--- src/rtl/core/mldd_pkg.sv ---
// shared types and constants for the magic/length datagram deframer
package mldd_pkg;

  // default number of magic bytes the hardware can hold
  localparam int unsigned MagicBytesMaxDef = 8;

  // number of little-endian length bytes after the magic
  localparam int unsigned LenBytes = 4;

  // configuration port geometry
  localparam int unsigned CfgDataW = 64;
  localparam int unsigned CfgIdxW  = 2;

  // field widths
  localparam int unsigned ByteW    = 8;
  localparam int unsigned LenW     = 32;
  localparam int unsigned MagLenW  = 4;
  localparam int unsigned KindW    = 2;

  // configuration register indexes
  typedef enum logic [CfgIdxW-1:0] {
    CfgMagicPattern = 2'd0,
    CfgMagicLength  = 2'd1,
    CfgMaxPayload   = 2'd2
  } cfg_idx_e;

  // result kinds
  typedef enum logic [KindW-1:0] {
    KindData     = 2'd0,
    KindEmpty    = 2'd1,
    KindBadMagic = 2'd2,
    KindTooLarge = 2'd3
  } result_kind_e;

  // scalar configuration seen by the parser
  typedef struct packed {
    logic [MagLenW-1:0] magic_length;
    logic [LenW-1:0]    max_payload;
  } cfg_t;

  // one result word
  typedef struct packed {
    result_kind_e     kind;
    logic [ByteW-1:0] data;
    logic             last;
  } result_t;

endpackage

--- src/rtl/core/mldd_cfg.sv ---
// configuration registers of the deframer
module mldd_cfg #(
  parameter int unsigned MagicBytesMax = mldd_pkg::MagicBytesMaxDef
) (
  input  logic                                clk_i,
  input  logic                                rst_ni,
  input  logic                                cfg_we_i,
  input  logic [mldd_pkg::CfgIdxW-1:0]        cfg_idx_i,
  input  logic [mldd_pkg::CfgDataW-1:0]       cfg_wdata_i,
  output logic [MagicBytesMax*mldd_pkg::ByteW-1:0] magic_pattern_o,
  output mldd_pkg::cfg_t                      cfg_o
);
  import mldd_pkg::*;

  localparam int unsigned PatW = MagicBytesMax * ByteW;

  logic [PatW-1:0]    pattern_q;
  logic [MagLenW-1:0] mlen_q;
  logic [LenW-1:0]    maxp_q;

  // register writes, unknown indexes dropped
  always_ff @(posedge clk_i or negedge rst_ni) begin
    if (!rst_ni) begin
      pattern_q <= '0;
      mlen_q    <= MagLenW'(1);
      maxp_q    <= '0;
    end else if (cfg_we_i) begin
      case (cfg_idx_i)
        CfgMagicPattern: pattern_q <= cfg_wdata_i[PatW-1:0];
        CfgMagicLength:  mlen_q    <= cfg_wdata_i[MagLenW-1:0];
        CfgMaxPayload:   maxp_q    <= cfg_wdata_i[LenW-1:0];
        default: ;
      endcase
    end
  end

  assign magic_pattern_o    = pattern_q;
  assign cfg_o.magic_length = mlen_q;
  assign cfg_o.max_payload  = maxp_q;

endmodule

--- src/rtl/core/mldd_parse.sv ---
// input register and single-pass frame parser
module mldd_parse #(
  parameter int unsigned MagicBytesMax = mldd_pkg::MagicBytesMaxDef
) (
  input  logic                                clk_i,
  input  logic                                rst_ni,
  input  logic                                in_valid_i,
  output logic                                in_ready_o,
  input  logic [mldd_pkg::ByteW-1:0]          stream_byte_i,
  input  logic [MagicBytesMax*mldd_pkg::ByteW-1:0] magic_pattern_i,
  input  mldd_pkg::cfg_t                      cfg_i,
  input  logic                                out_free_i,
  output logic                                res_valid_o,
  output mldd_pkg::result_t                   res_o
);
  import mldd_pkg::*;

  localparam int unsigned IdxW = (MagicBytesMax > 1) ? $clog2(MagicBytesMax) : 1;
  localparam logic [IdxW-1:0]    LastIdx  = IdxW'(MagicBytesMax - 1);
  localparam logic [MagLenW-1:0] MaxLen   = MagLenW'(MagicBytesMax);
  localparam logic [LenW:0]      LenBytesW = (LenW+1)'(LenBytes);

  typedef enum logic [1:0] {
    StMagic   = 2'd0,
    StLength  = 2'd1,
    StPayload = 2'd2
  } parse_stage_e;

  logic             in_vq;
  logic [ByteW-1:0] in_byte_q;
  logic             fire;

  parse_stage_e    stage_q, stage_d;
  logic [LenW-1:0] pos_q, pos_d;
  logic            mism_q, mism_d;
  logic [LenW-1:0] len_q, len_d;

  logic [ByteW-1:0]   pat_bytes [MagicBytesMax];
  logic [IdxW-1:0]    mag_idx;
  logic [ByteW-1:0]   expect_byte;
  logic [MagLenW-1:0] eff_len;
  logic [LenW:0]      pos_inc;
  logic [LenW-1:0]    len_acc;

  // input register, advances when empty or whenever the result side can take a word
  assign fire       = in_vq && out_free_i;
  assign in_ready_o = !in_vq || out_free_i;

  always_ff @(posedge clk_i or negedge rst_ni) begin
    if (!rst_ni) begin
      in_vq <= 1'b0;
    end else if (in_ready_o) begin
      in_vq <= in_valid_i;
    end
  end

  always_ff @(posedge clk_i) begin
    if (in_valid_i && in_ready_o) begin
      in_byte_q <= stream_byte_i;
    end
  end

  // split the magic pattern into bytes
  for (genvar g = 0; g < MagicBytesMax; g++) begin : g_pat
    assign pat_bytes[g] = magic_pattern_i[g*ByteW +: ByteW];
  end

  // expected magic byte, position clamped to the last one
  always_comb begin
    if (pos_q > LenW'(MagicBytesMax - 1)) begin
      mag_idx = LastIdx;
    end else begin
      mag_idx = pos_q[IdxW-1:0];
    end
    expect_byte = pat_bytes[mag_idx];
  end

  // effective magic length, zero used as one, values above MagicBytesMax clamped to it
  always_comb begin
    if (cfg_i.magic_length == '0) begin
      eff_len = MagLenW'(1);
    end else if (cfg_i.magic_length > MaxLen) begin
      eff_len = MaxLen;
    end else begin
      eff_len = cfg_i.magic_length;
    end
  end

  assign pos_inc = {1'b0, pos_q} + (LenW+1)'(1);
  assign len_acc = len_q | (LenW'(in_byte_q) << {pos_q[1:0], 3'b000});

  // next state and result for the registered byte
  always_comb begin
    stage_d     = stage_q;
    pos_d       = pos_q;
    mism_d      = mism_q;
    len_d       = len_q;
    res_valid_o = 1'b0;
    res_o.kind  = KindData;
    res_o.data  = '0;
    res_o.last  = 1'b0;
    case (stage_q)
      StLength: begin
        len_d = len_acc;
        pos_d = pos_inc[LenW-1:0];
        if (pos_inc >= LenBytesW) begin
          if (len_acc > cfg_i.max_payload) begin
            res_valid_o = fire;
            res_o.kind  = KindTooLarge;
            stage_d     = StMagic;
            pos_d       = '0;
            mism_d      = 1'b0;
            len_d       = '0;
          end else if (len_acc == '0) begin
            res_valid_o = fire;
            res_o.kind  = KindEmpty;
            res_o.last  = 1'b1;
            stage_d     = StMagic;
            pos_d       = '0;
            mism_d      = 1'b0;
            len_d       = '0;
          end else begin
            stage_d = StPayload;
            pos_d   = '0;
          end
        end
      end
      StPayload: begin
        res_valid_o = fire;
        res_o.kind  = KindData;
        res_o.data  = in_byte_q;
        pos_d       = pos_inc[LenW-1:0];
        if (pos_inc >= {1'b0, len_q}) begin
          res_o.last = 1'b1;
          stage_d    = StMagic;
          pos_d      = '0;
          mism_d     = 1'b0;
          len_d      = '0;
        end
      end
      default: begin
        stage_d = StMagic;
        pos_d   = pos_inc[LenW-1:0];
        if (in_byte_q != expect_byte) begin
          mism_d = 1'b1;
        end
        if (pos_inc >= (LenW+1)'(eff_len)) begin
          pos_d = '0;
          len_d = '0;
          if (mism_d) begin
            res_valid_o = fire;
            res_o.kind  = KindBadMagic;
            mism_d      = 1'b0;
          end else begin
            stage_d = StLength;
          end
        end
      end
    endcase
  end

  // parser state
  always_ff @(posedge clk_i or negedge rst_ni) begin
    if (!rst_ni) begin
      stage_q <= StMagic;
      pos_q   <= '0;
      mism_q  <= 1'b0;
      len_q   <= '0;
    end else if (fire) begin
      stage_q <= stage_d;
      pos_q   <= pos_d;
      mism_q  <= mism_d;
      len_q   <= len_d;
    end
  end

endmodule

--- src/rtl/core/mldd_out.sv ---
// result register toward the output channel
module mldd_out (
  input  logic                           clk_i,
  input  logic                           rst_ni,
  input  logic                           res_valid_i,
  input  mldd_pkg::result_t              res_i,
  output logic                           free_o,
  output logic                           out_valid_o,
  input  logic                           out_ready_i,
  output logic [mldd_pkg::KindW-1:0]     result_kind_o,
  output logic [mldd_pkg::ByteW-1:0]     payload_byte_o,
  output logic                           frame_last_o
);
  import mldd_pkg::*;

  logic    valid_q;
  result_t res_q;

  // free when empty or being drained this cycle
  assign free_o = !valid_q || out_ready_i;

  always_ff @(posedge clk_i or negedge rst_ni) begin
    if (!rst_ni) begin
      valid_q <= 1'b0;
    end else if (free_o) begin
      valid_q <= res_valid_i;
    end
  end

  always_ff @(posedge clk_i) begin
    if (free_o && res_valid_i) begin
      res_q <= res_i;
    end
  end

  assign out_valid_o    = valid_q;
  assign result_kind_o  = res_q.kind;
  assign payload_byte_o = res_q.data;
  assign frame_last_o   = res_q.last;

endmodule

--- src/rtl/core/magic_length_datagram_deframer.sv ---
// top level of the magic/length datagram deframer
//
//   channel  | handshake                  | word
//   ---------+----------------------------+-----------------------------------------
//   input    | in_valid_i / in_ready_o    | stream_byte_i
//   output   | out_valid_o / out_ready_i  | result_kind_o, payload_byte_o, frame_last_o
//   config   | cfg_we_i (no wait)         | cfg_idx_i, cfg_wdata_i
//
// one byte per clock sustained while the output is not stalled; a taken byte is loaded
// into the input register, and any result it yields then into the result register
// reset returns the parser to magic hunting and loads the register defaults
// a stalled output holds the result register; the input register takes a byte while it
// is empty or the result register is empty or draining, so a stall blocks after one more
module magic_length_datagram_deframer #(
  parameter int unsigned MagicBytesMax = mldd_pkg::MagicBytesMaxDef
) (
  input  logic                           clk_i,
  input  logic                           rst_ni,
  input  logic                           cfg_we_i,
  input  logic [mldd_pkg::CfgIdxW-1:0]   cfg_idx_i,
  input  logic [mldd_pkg::CfgDataW-1:0]  cfg_wdata_i,
  input  logic                           in_valid_i,
  output logic                           in_ready_o,
  input  logic [mldd_pkg::ByteW-1:0]     stream_byte_i,
  output logic                           out_valid_o,
  input  logic                           out_ready_i,
  output logic [mldd_pkg::KindW-1:0]     result_kind_o,
  output logic [mldd_pkg::ByteW-1:0]     payload_byte_o,
  output logic                           frame_last_o
);
  import mldd_pkg::*;

  logic [MagicBytesMax*ByteW-1:0] magic_pattern;
  cfg_t                           cfg;
  logic                           res_valid;
  result_t                        res;
  logic                           out_free;

  // configuration registers
  mldd_cfg #(
    .MagicBytesMax(MagicBytesMax)
  ) u_cfg (
    .clk_i          (clk_i),
    .rst_ni         (rst_ni),
    .cfg_we_i       (cfg_we_i),
    .cfg_idx_i      (cfg_idx_i),
    .cfg_wdata_i    (cfg_wdata_i),
    .magic_pattern_o(magic_pattern),
    .cfg_o          (cfg)
  );

  // input register and parser
  mldd_parse #(
    .MagicBytesMax(MagicBytesMax)
  ) u_parse (
    .clk_i          (clk_i),
    .rst_ni         (rst_ni),
    .in_valid_i     (in_valid_i),
    .in_ready_o     (in_ready_o),
    .stream_byte_i  (stream_byte_i),
    .magic_pattern_i(magic_pattern),
    .cfg_i          (cfg),
    .out_free_i     (out_free),
    .res_valid_o    (res_valid),
    .res_o          (res)
  );

  // result register
  mldd_out u_out (
    .clk_i         (clk_i),
    .rst_ni        (rst_ni),
    .res_valid_i   (res_valid),
    .res_i         (res),
    .free_o        (out_free),
    .out_valid_o   (out_valid_o),
    .out_ready_i   (out_ready_i),
    .result_kind_o (result_kind_o),
    .payload_byte_o(payload_byte_o),
    .frame_last_o  (frame_last_o)
  );

endmodule
--- config.mk ---
export PLATFORM = sky130hd
export DESIGN_NAME = magic_length_datagram_deframer
export DESIGN_NICKNAME = d
export VERILOG_FILES = /design/src/rtl/core/mldd_pkg.sv /design/src/rtl/core/mldd_cfg.sv /design/src/rtl/core/mldd_parse.sv /design/src/rtl/core/mldd_out.sv /design/src/rtl/core/magic_length_datagram_deframer.sv
export SDC_FILE = /design/constraint.sdc
export NUM_CORES = 1
export LEC_CHECK = 0
export ABC_AREA = 1
export BUFFER_PORTS_ARGS = -buffer_cell sky130_fd_sc_hd__buf_4
export CAP_MARGIN = 20
export CELL_PAD_IN_SITES_DETAIL_PLACEMENT = 0
export CELL_PAD_IN_SITES_GLOBAL_PLACEMENT = 2
export CORE_UTILIZATION = 39
export DETAILED_ROUTE_END_ITERATION = 10
export MAX_ROUTING_LAYER = met4
export PLACE_DENSITY_LB_ADDON = 0.3
export REMOVE_ABC_BUFFERS = 1
export SLEW_MARGIN = 20
export SYNTH_ARGS = -nofsm -noshare
export SYNTH_HDL_FRONTEND = slang
export SYNTH_SLANG_ARGS = --single-unit
--- constraint.sdc ---
create_clock -name clk_i -period 7.2 [get_ports clk_i]
set_input_delay 1.44 -clock clk_i [delete_from_list [all_inputs] [get_ports clk_i]]
set_output_delay 1.44 -clock clk_i [all_outputs]
set_load 0.05 [all_outputs]
# Word-level counts from Yosys, hierarchy flattened
# Cells that the tools add are included.
[word_totals] regBits=188 input_bits=79 out_inout_bits=13 elab_cells=98
[op_classes] n_addsub=1 n_lt_le_gt_ge=7 eq_ne=8 n_shift=1 muxes=48 bitwise_logic=2 reduce_logical=18
[op_table] op="32-bit two-way mux" count=8
[op_table] op="32-bit case mux with 2 select lines" count=2
[op_table] op="32-bit by 1-bit adder with 33-bit output (second input constant)" count=1
[op_table] op="33-bit by 3-bit greater-or-equal comparator with 1-bit output (second input constant)" count=1
[op_table] op="33-bit by 32-bit greater-or-equal comparator with 1-bit output" count=1
[op_table] op="33-bit by 4-bit greater-or-equal comparator with 1-bit output" count=1
[op_table] op="32-bit by 3-bit > comparator with 1-bit output (second input constant)" count=1
[op_table] op="32-bit > comparator" count=1
[op_table] op="32-bit zero test" count=1
[op_table] op="32-bit OR" count=1
[op_table] op="8-bit by 5-bit << shifter with 32-bit output" count=1
[op_table] op="8-bit binary-select mux with 3-bit select" count=1
[op_table] op="1-bit two-way mux" count=18
[op_table] op="2-bit two-way mux" count=9
[op_table] op="8-bit two-way mux" count=2
[op_table] op="4-bit two-way mux" count=2
[op_table] op="8-bit inequality test" count=1
[op_table] op="2-bit case mux with 2 select lines" count=2
[op_table] op="1-bit case mux with 2 select lines" count=3
[op_table] op="2-bit AND reduction" count=3
[op_table] op="3-bit AND reduction" count=2
[op_table] op="2-bit by 1-bit equality test with 1-bit output (second input constant)" count=2
[op_table] op="2-bit equality test (second input constant)" count=2
[op_table] op="4-bit greater-or-equal comparator (second input constant)" count=1
[op_table] op="other kinds (13)" count=18

# Logic depth before layout (Yosys ltp)
# Gate-level depths: netlist of run 1.
[logic_depth] depth_word=13 mapped_depth=24 mapped_depth_nobuf=23

# Hierarchy
# From an unflattened synthesis of run 1, not the netlist that was laid out.
[unflattened] cells_unflattened=1610 area_unflattened_um2=12052.8
[modules_own_cells] mod="mldd_parse" n_inst=1 cells_per_inst=1153 area_each_um2=7647.3 seq_area_each_um2=1941.9
[modules_own_cells] mod="mldd_cfg" n_inst=1 cells_per_inst=440 area_each_um2=4030.1 seq_area_each_um2=2503.7
[modules_own_cells] mod="mldd_out" n_inst=1 cells_per_inst=17 area_each_um2=375.4 seq_area_each_um2=355.3

# Worst setup path after synthesis of run 1
# Ideal clock, no wire load.
[synth_path] path_type="input port to output port" start="input out_ready_i" end="output in_ready_o" arrival_ns=1.900 required_time_ns=5.760 path_slack_ns=3.860 path_stages=2 path_buffers=0 path_cell_list="inv_1 -> nand3_1"
[synth_between] elab_chain_len=2
[synth_rtl] element="start: declaration" line_no="magic_length_datagram_deframer.sv:26" rtl="input logic out_ready_i,"
[synth_rtl] element="1-bit logical OR" line_no="mldd_out.sv:20" rtl="assign free_o = !valid_q || out_ready_i;"
[synth_rtl] element="1-bit logical OR" line_no="mldd_parse.sv:47" rtl="assign in_ready_o = !in_vq || out_free_i;"
[synth_rtl] element="end: declaration" line_no="magic_length_datagram_deframer.sv:23" rtl="output logic in_ready_o,"
# Every way passes these cells.

# Worst setup path in the final report of run 1
[layout_path] start="register u_parse.pos_q[1]" end="register u_out.res_q (netlist bit u_out.payload_byte_o[0]) (enable)"
[layout_between] elab_chain_len=13 word_cells_on_any_way=23 classes_between="add/sub: 1; order compare: 4; eq/ne: 1; shift: 1; mux: 12; bitwise: 2; reduce/logical: 2"
[layout_rtl] element="start: declaration" line_no="mldd_parse.sv:34" rtl="logic [LenW-1:0] pos_q, pos_d;"
[layout_rtl] element="start signal: assignment" line_no="mldd_parse.sv:171" rtl="pos_q <= pos_d;"
[layout_rtl] element="32-bit by 3-bit > comparator with 1-bit output" line_no="mldd_parse.sv:70" rtl="if (pos_q > LenW'(MagicBytesMax - 1)) begin"
[layout_rtl] element="3-bit two-way mux" line_no="mldd_parse.sv:70"
[layout_rtl] element="3-bit NOT with 4-bit output (not written as such)" line_no="mldd_parse.sv:75" rtl="expect_byte = pat_bytes[mag_idx];"
[layout_rtl] element="8-bit binary-select mux with 3-bit select" line_no="mldd_parse.sv:75"
[layout_rtl] element="8-bit two-way mux (not written as such) (2 in series)" line_no="mldd_parse.sv:75"
[layout_rtl] element="8-bit inequality test" line_no="mldd_parse.sv:144" rtl="if (in_byte_q != expect_byte) begin"
[layout_rtl] element="1-bit two-way mux" line_no="mldd_parse.sv:144"
[layout_rtl] element="1-bit two-way mux" line_no="mldd_parse.sv:102" rtl="case (stage_q)"
[layout_rtl] element="1-bit two-way mux" line_no="mldd_parse.sv:150" rtl="if (mism_d) begin"
[layout_rtl] element="1-bit two-way mux" line_no="mldd_parse.sv:147" rtl="if (pos_inc >= (LenW+1)'(eff_len)) begin"
[layout_rtl] element="1-bit case mux with 2 select lines *" line_no="mldd_parse.sv:102"
[layout_rtl] element="1-bit logical AND *" line_no="mldd_out.sv:31" rtl="if (free_o && res_valid_i) begin"
[layout_rtl] element="end signal: assignment" line_no="mldd_out.sv:32" rtl="res_q <= res_i;"
[layout_rtl] element="end: declaration" line_no="mldd_out.sv:17" rtl="result_t res_q;"
# Mark *: on every way between the ends. The rest lies on a longest branch, timed or not. The select of a mux whose other input is x is not followed.
# A chain may end at the register's enable or synchronous reset.

==> run summary, run 1 <==
CP Capture Type = flop
final core utilization = 45.4%
Post-Synth XOR/XNOR Area = 1.65%
startpoint type of the worst setup path = flop
Crit path max-delay family = simple AND/OR/NAND/NOR gates
Synth area leader = dfrtp_1
io pins = 92
mean post-synth cell area = 7.79 sq um
Synth top cells by count = 330 x nand2_1, 214 x inv_1, 168 x dfrtp_1
RD Place Congestion = 0.851
Tcrit/Tclk final = 70.7%
Max Cap Violations = 0
area delta synth->final = 13.5%
cell area after synthesis = 11,600 sq um
status = finished, final reports clean
vias in the first global route = 9,793
CTS tree = done
most numerous cell in the Yosys netlist = nand2_1
Setup Viol. Count Final = 0
routed length per instance = 18.3 um
Pwr Total = 3.81 mW
row count = 62
RSZ-0062 raised after global routing = false
largest family of logic cells by synthesized area = simple AND/OR/NAND/NOR gates
Worst Tran Pin Value = 986 ps
DR iter-0 viols = 848
antenna violations before repair = 0
CP dominant cell by count = nand2_1
area of placed instances = 12,500 sq um
adder-cell area share of the yosys netlist = 7.78%
DRC = 0
post_cts resized = 0
Worst VDD drop = 0.182 mV
Buf/Inv on CP = 3
fin worst setup slack = 2110 ps
ys flop type = dfrtp_1
final-stage net count = 1,697
DR vias = 10,200
overall routed net length = 35.5 mm
Leak = 6.57 nW
Crit Path Max Fanout = 34
R2R setup slack = 2110 ps
H-tree depth = 4
clk_lat worst skew = 450 ps
hpwl dp = 26.1 mm
clk buf depth = 2
Synth Register Bits = 188
GRT overflow = 0
Synth Instances = 1,485
Root Buffer = clkbuf_16
Compound-Gate Fraction of Synth Area = 9.72%
via/cell ratio = 5.24
Syn. warnings = 0
total track usage = 24.7%
Fmax achieved = 196 MHz
cells along the critical path = inv_1 -> o21ai_0 -> ha_1 -> nand2_1 -> nor2_1 -> nand4_1 -> nor4_1 -> nand2_1 -> nand2_1 -> nand2_1 -> nand2_1 -> nand2_2 -> o21bai_1 -> inv_1 -> nand2_1 -> nand2_1 -> inv_1
clock transition at the registers of the reported paths = 80 ps
first-pass GRT wire length = 55.9 mm
n_diodes = 0
Max Slew Vio Count = 0
clk sinks = 188
ANT nets after route = 0
EDFF count, synth = 19
Crit path required time = 7300 ps
Worst Path Class, Setup = reg2reg
CP max stage delay = 870 ps
Initial Util = 40.0%
CORE AREA = 28,900 sq um
top post-synthesis cells by area = dfrtp_1 36%, nand2_1 11%, ha_1 7.8%
Die X = 174 um
Pwr Density = 290 nW/um^2
setup total negative slack = 0 ps
Post-CTS Setup Repair Bufs = 0
post-synth cell types = 44
Critical Path AT = 5190 ps
Period minus WS final = 5090 ps
CTS Buf Count = 17
CP max stage cell = dfrtp_1
mux share of post-synthesis cell area = 3.11%
CTS Hold Bufs = 0
Place WS = 2050 ps
Seq/Total Area, Yosys = 41.5%
layout cells sized above 1 = 12.5%
FFs w/ async S/R, synth = 89.9%
simple-gate share of the synthesized area = 26.6%
post-route cell area = 13,100 sq um
IO buf count = 91
Worst Skew = 22.2 ps
Hold/Removal Path Class = reg2reg
DIE HEIGHT = 174 um
fillers = 2,983
largest net degree at the start of global routing = 97
drt pass-1 iters = 6
Slew Limit Headroom = 34.3%
DIE AREA = 30,400 sq um
top cell type's share of synthesized area = 36.3%
final hold viol count = 0
power breakdown:
part           total (mW)  internal, mW  leakage, nW  switching (mW)
Clock               0.979         0.472        0.290           0.507
Sequential           1.33          1.23         2.36           0.100
Combinational        1.51         0.438         3.92            1.07
metrics by stage:
step | hold slack, ps | instances
4_1_cts | 492 | 1943
2_1_floorplan | 448 | 1427
6_report | 488 | 1943
5_1_grt | 502 | 1943
3_3_place_gp | 464 | 1911
3_5_place_dp | 473 | 1911
final cells by class:
cell class              instances  area [sq um]  share of cell area [%]
clock buffers                  18           429                    3.27
clock inverters                14           173                    1.31
inverters                     219           822                    6.26
multi-input cells            1020          5680                    43.2
flip-flops and latches        188          4800                    36.5
well taps                     384           480                    3.66
repair buffers                100           754                    5.74
sequential cells by signal (all words and copies together) (netlist names):
name,cells
u_cfg.magic_pattern_o,64
u_parse.in_vq,1
u_parse.stage_q,2
u_parse.len_q,32
u_out.out_valid_o,1
u_cfg.maxp_q,32
u_out.payload_byte_o,8
u_parse.pos_q,32
u_parse.mism_q,1
u_out.result_kind_o,2
u_out.frame_last_o,1
u_cfg.mlen_q,4
u_parse.in_byte_q,8
tightest hold or removal path, delay by kind of cell (launching register included):
kind / cells / cell delay, ps
compound gates: 1 / 60
simple gates: 1 / 50
flops: 1 / 350
cells in the final DEF (no fill, tap or decap), types with 2 or more instances in the layout:
cell type  instances
nand2_1          330
inv_1            214
dfrtp_1          168
nand3_1          151
o21ai_0          135
buf_4             99
nor2_1            79
ha_1              72
nand4_1           59
o21ai_1           34
a21oi_1           32
mux2_2            32
xor2_1            20
edfxtp_1          19
nor3_1            18
clkbuf_16         17
nor4_1            13
nor2_2             5
clkinv_8           5
inv_2              4
nor3_2             4
nand2_2            4
o211ai_1           4
nand3_2            3
nand3b_1           3
inv_6              3
clkinv_4           3
nor2_4             2
a31oi_1            2
or2_2              2
nand4_2            2
o21a_1             2
nand3_4            2
inv_8              2
metal layers:
| metal | GRT usage [%] | vias up | wire [um] |
|---|---|---|---|
| met4 | 8.26 | 0 | 992 |
| met1 | 33.4 | 4853 | 16600 |
| met2 | 38.3 | 245 | 16600 |
| met3 | 3.02 | 49 | 1360 |
| li1 | - | 5042 | - |
| met5 | - | - | 0 |
final timing paths:
| check | start | end | cells past startpoint |
|---|---|---|---|
| max reg2reg | u_parse.pos_q[1]$_DFFE_PN0P_ | u_out.payload_byte_o[0]$_SDFFCE_PN0P_ | 17 |
| min in group asynchronous | rst_ni | u_parse.pos_q[29]$_DFFE_PN0P_ | 1 |
| max | u_parse.pos_q[1]$_DFFE_PN0P_ | u_out.payload_byte_o[0]$_SDFFCE_PN0P_ | 17 |
| max in group asynchronous | rst_ni | u_cfg.magic_pattern_o[37]$_DFFE_PN0P_ | 2 |
| min | u_cfg.maxp_q[6]$_DFFE_PN0P_ | u_cfg.maxp_q[6]$_DFFE_PN0P_ | 2 |
| min reg2reg | u_cfg.maxp_q[6]$_DFFE_PN0P_ | u_cfg.maxp_q[6]$_DFFE_PN0P_ | 2 |
kinds of logic after synthesis:
kind of cell               after synthesis
and+or+nand+nor                        679
AOI/OAI and AO/OA                      216
adders and majority gates               72
buffers and inverters                  277
xor gates and xnor gates                21
DFF                                    188
muxes                                   32
(Power assumes the default switching activity.)
==> run 2, diff against run 1 <==
Settings changed: CORE_UTILIZATION 39 to 36.
Clock period 7.2 ns to 4.7 ns, I/O delays scaled along.
==> run 2 against run 1 <==
Compared with the run above:
- clock power increased by 49%
- routed wire length decreased by 1.0%
- total power increased by 53%
- non-clock buffer count increased by 12
- sequential share of layout area decreased by 0.28 points
- sequential power increased by 52%
- register-to-register slack got worse by 1700 ps
- first-iteration DRC count decreased by 9.6%
- largest cell class unchanged
==> run summary, run 2 (same netlist as run 1, synthesis figures left out) <==
area of placed instances = 12,700 sq um (+0.95%)
Die X = 181 um (+4.0%)
Min Hold Slack = 387 ps (-101 ps)
Hold/Removal Path Class = in2async
Pwr Density = 439 nW/um^2 (+51%)
Period minus WS final = 4240 ps (-850 ps)
Worst Skew = 22.1 ps (-0.0787 ps)
ANT nets after route = 0 (unchanged)
Worst Path Class, Setup = reg2reg
layout cells sized above 1 = 13.2% (+0.73 points)
Max Cap Violations = 0 (unchanged)
via/cell ratio = 5.09 (-2.9%)
routed length per instance = 17.8 um (-2.5%)
Setup Viol. Count Final = 0 (unchanged)
placed cell count = 1,941 (+1.6%)
DIE AREA = 32,900 sq um (+8.2%)
Leak = 6.63 nW (+0.96%)
Worst VDD drop = 0.269 mV (+47%)
DR vias = 10,000 (-1.4%)
io pins = 92 (unchanged)
max reg flops = 64 (unchanged)
vias in the first global route = 9,894 (+1.0%)
Crit path max-delay family = simple AND/OR/NAND/NOR gates
largest net degree at the start of global routing = 137 (+41%)
Place WS = 532 ps (-1520 ps)
most frequent cells in the layout = 330 x nand2_1, 214 x inv_1, 168 x dfrtp_1
DIE HEIGHT = 181 um (+4.0%)
clk sinks = 188 (unchanged)
GRT overflow = 0 (unchanged)
CTS tree = done
RSZ-0062 raised after global routing = false
status = finished, final reports clean
area delta synth->final = 14.3%
CTS Buf Count = 17 (unchanged)
clock transition at the registers of the reported paths = 90 ps (about the same)
Pwr Total = 5.82 mW (+53%)
Root Buffer = clkbuf_16
n_diodes = 0 (unchanged)
Tcrit/Tclk final = 90.3% (+20 points)
startpoint type of the worst setup path = flop
Critical Path AT = 4600 ps (-590 ps)
Crit path required time = 5050 ps (-2250 ps)
Initial Util = 36.7% (-3.3 points)
overall routed net length = 35.2 mm (-1.0%)
CTS Hold Bufs = 0 (unchanged)
Max Slew Vio Count = 0 (unchanged)
hpwl dp = 26.1 mm (about the same)
Post-CTS Setup Repair Bufs = 0 (unchanged)
fin cells = 1,973 (+1.5%)
post_cts resized = 0 (unchanged)
CP max stage cell = nand3_4
RD Place Congestion = 0.912 (+7.2%)
fin worst setup slack = 456 ps (-1650 ps)
Worst Tran Pin Value = 989 ps (+3.38 ps)
final-stage net count = 1,709 (+0.71%)
CP dominant cell by count = nand2_1
total track usage = 22.7% (-2.0 points)
setup total negative slack = 0 ps (unchanged)
clk buf depth = 2 (unchanged)
clk_lat worst skew = 450 ps (about the same)
Crit Path Max Fanout = 64 (+88%)
DRC = 0 (unchanged)
most common cell after layout, fill and taps aside = nand2_1
drt pass-1 iters = 5 (-1)
Fmax achieved = 236 MHz (+20%)
Buf/Inv on CP = 1 (-2)
first-pass GRT wire length = 55.5 mm (-0.75%)
CORE AREA = 31,600 sq um (+9.1%)
H-tree depth = 4 (unchanged)
Slew Limit Headroom = 34.1% (-0.23 points)
post-route cell area = 13,200 sq um (+0.76%)
final hold viol count = 0 (unchanged)
cells along the critical path = ha_1 -> nand2_1 -> nor2_2 -> nand2_1 -> nor2_2 -> xor2_1 -> inv_1 -> ha_1 -> nand2_1 -> nor2_1 -> nand4_1 -> nor4_1 -> nand4_1 -> nand4_2 -> nand3_4 -> o21ai_0
DR iter-0 viols = 767 (-9.6%)
IO buf count = 91 (unchanged)
CP Capture Type = flop
antenna violations before repair = 0 (unchanged)
final core utilization = 41.9% (-3.5 points)
row count = 65 (+4.8%)
CP max stage delay = 540 ps (-330 ps)
==> run 2: changes by cell type in the layout (fill, tap and decap cells not counted), moves of 2 or more <==
cell,before,now
inv_8,2,5
clkinv_8,5,3
inv_6,3,1
clkinv_4,3,1
clkinv_2,0,3
buf_4,99,110
==> run 2: path summary, 6_finish.rpt <==
kind	endpoint	slack [ps]	startpoint	cells after the start
setup / recovery	u_parse.len_q[31]$_DFFE_PN0P_	460	u_parse.pos_q[0]$_DFFE_PN0P_	16
min in group clk_i	u_cfg.magic_pattern_o[8]$_DFFE_PN0P_	490	u_cfg.magic_pattern_o[8]$_DFFE_PN0P_	2
setup reg to reg	u_parse.len_q[31]$_DFFE_PN0P_	460	u_parse.pos_q[0]$_DFFE_PN0P_	16
max in group asynchronous	u_cfg.magic_pattern_o[61]$_DFFE_PN0P_	3230	rst_ni	2
hold / removal	u_parse.pos_q[19]$_DFFE_PN0P_	390	rst_ni	1
hold reg to reg	u_cfg.magic_pattern_o[8]$_DFFE_PN0P_	490	u_cfg.magic_pattern_o[8]$_DFFE_PN0P_	2
==> run 2: routing by layer <==
metal	part of all wire, %	GRT usage (%)	wire length, um	up-vias
li1	-	-	-	5070
met3	3.2	2.92	1140	42
met4	2.5	7.22	869	0
met1	48	29.9	16700	4739
met2	47	36.3	16400	196
met5	0	-	0	-
==> run 2: worst register-to-register path, cell delays in order (launching register included) <==
cell and delay (ps):
dfrtp_1 450, ha_1 280, nand2_1 90, nor2_2 160, nand2_1 160, nor2_2 200
xor2_1 310, inv_1 120, ha_1 360, nand2_1 90, nor2_1 110, nand4_1 140
nor4_1 330, nand4_1 200, nand4_2 190, nand3_4 540, o21ai_0 410
==> run 2: area by class of cell <==
cell class	instances	area, sq um
fillers	3310	18300
inverters	219	822
repair buffers	112	857
flip-flops and latches	188	4800
clock buffers	18	439
multi-input cells	1020	5670
clock inverters	14	144
well taps	402	503
==> run 2: power by group <==
part / internal (mW) / switching, mW / total [mW] / leakage, nW
Clock: 0.723 / 0.740 / 1.46 / 0.292
Sequential: 1.88 / 0.139 / 2.02 / 2.36
Combinational: 0.705 / 1.63 / 2.34 / 3.98
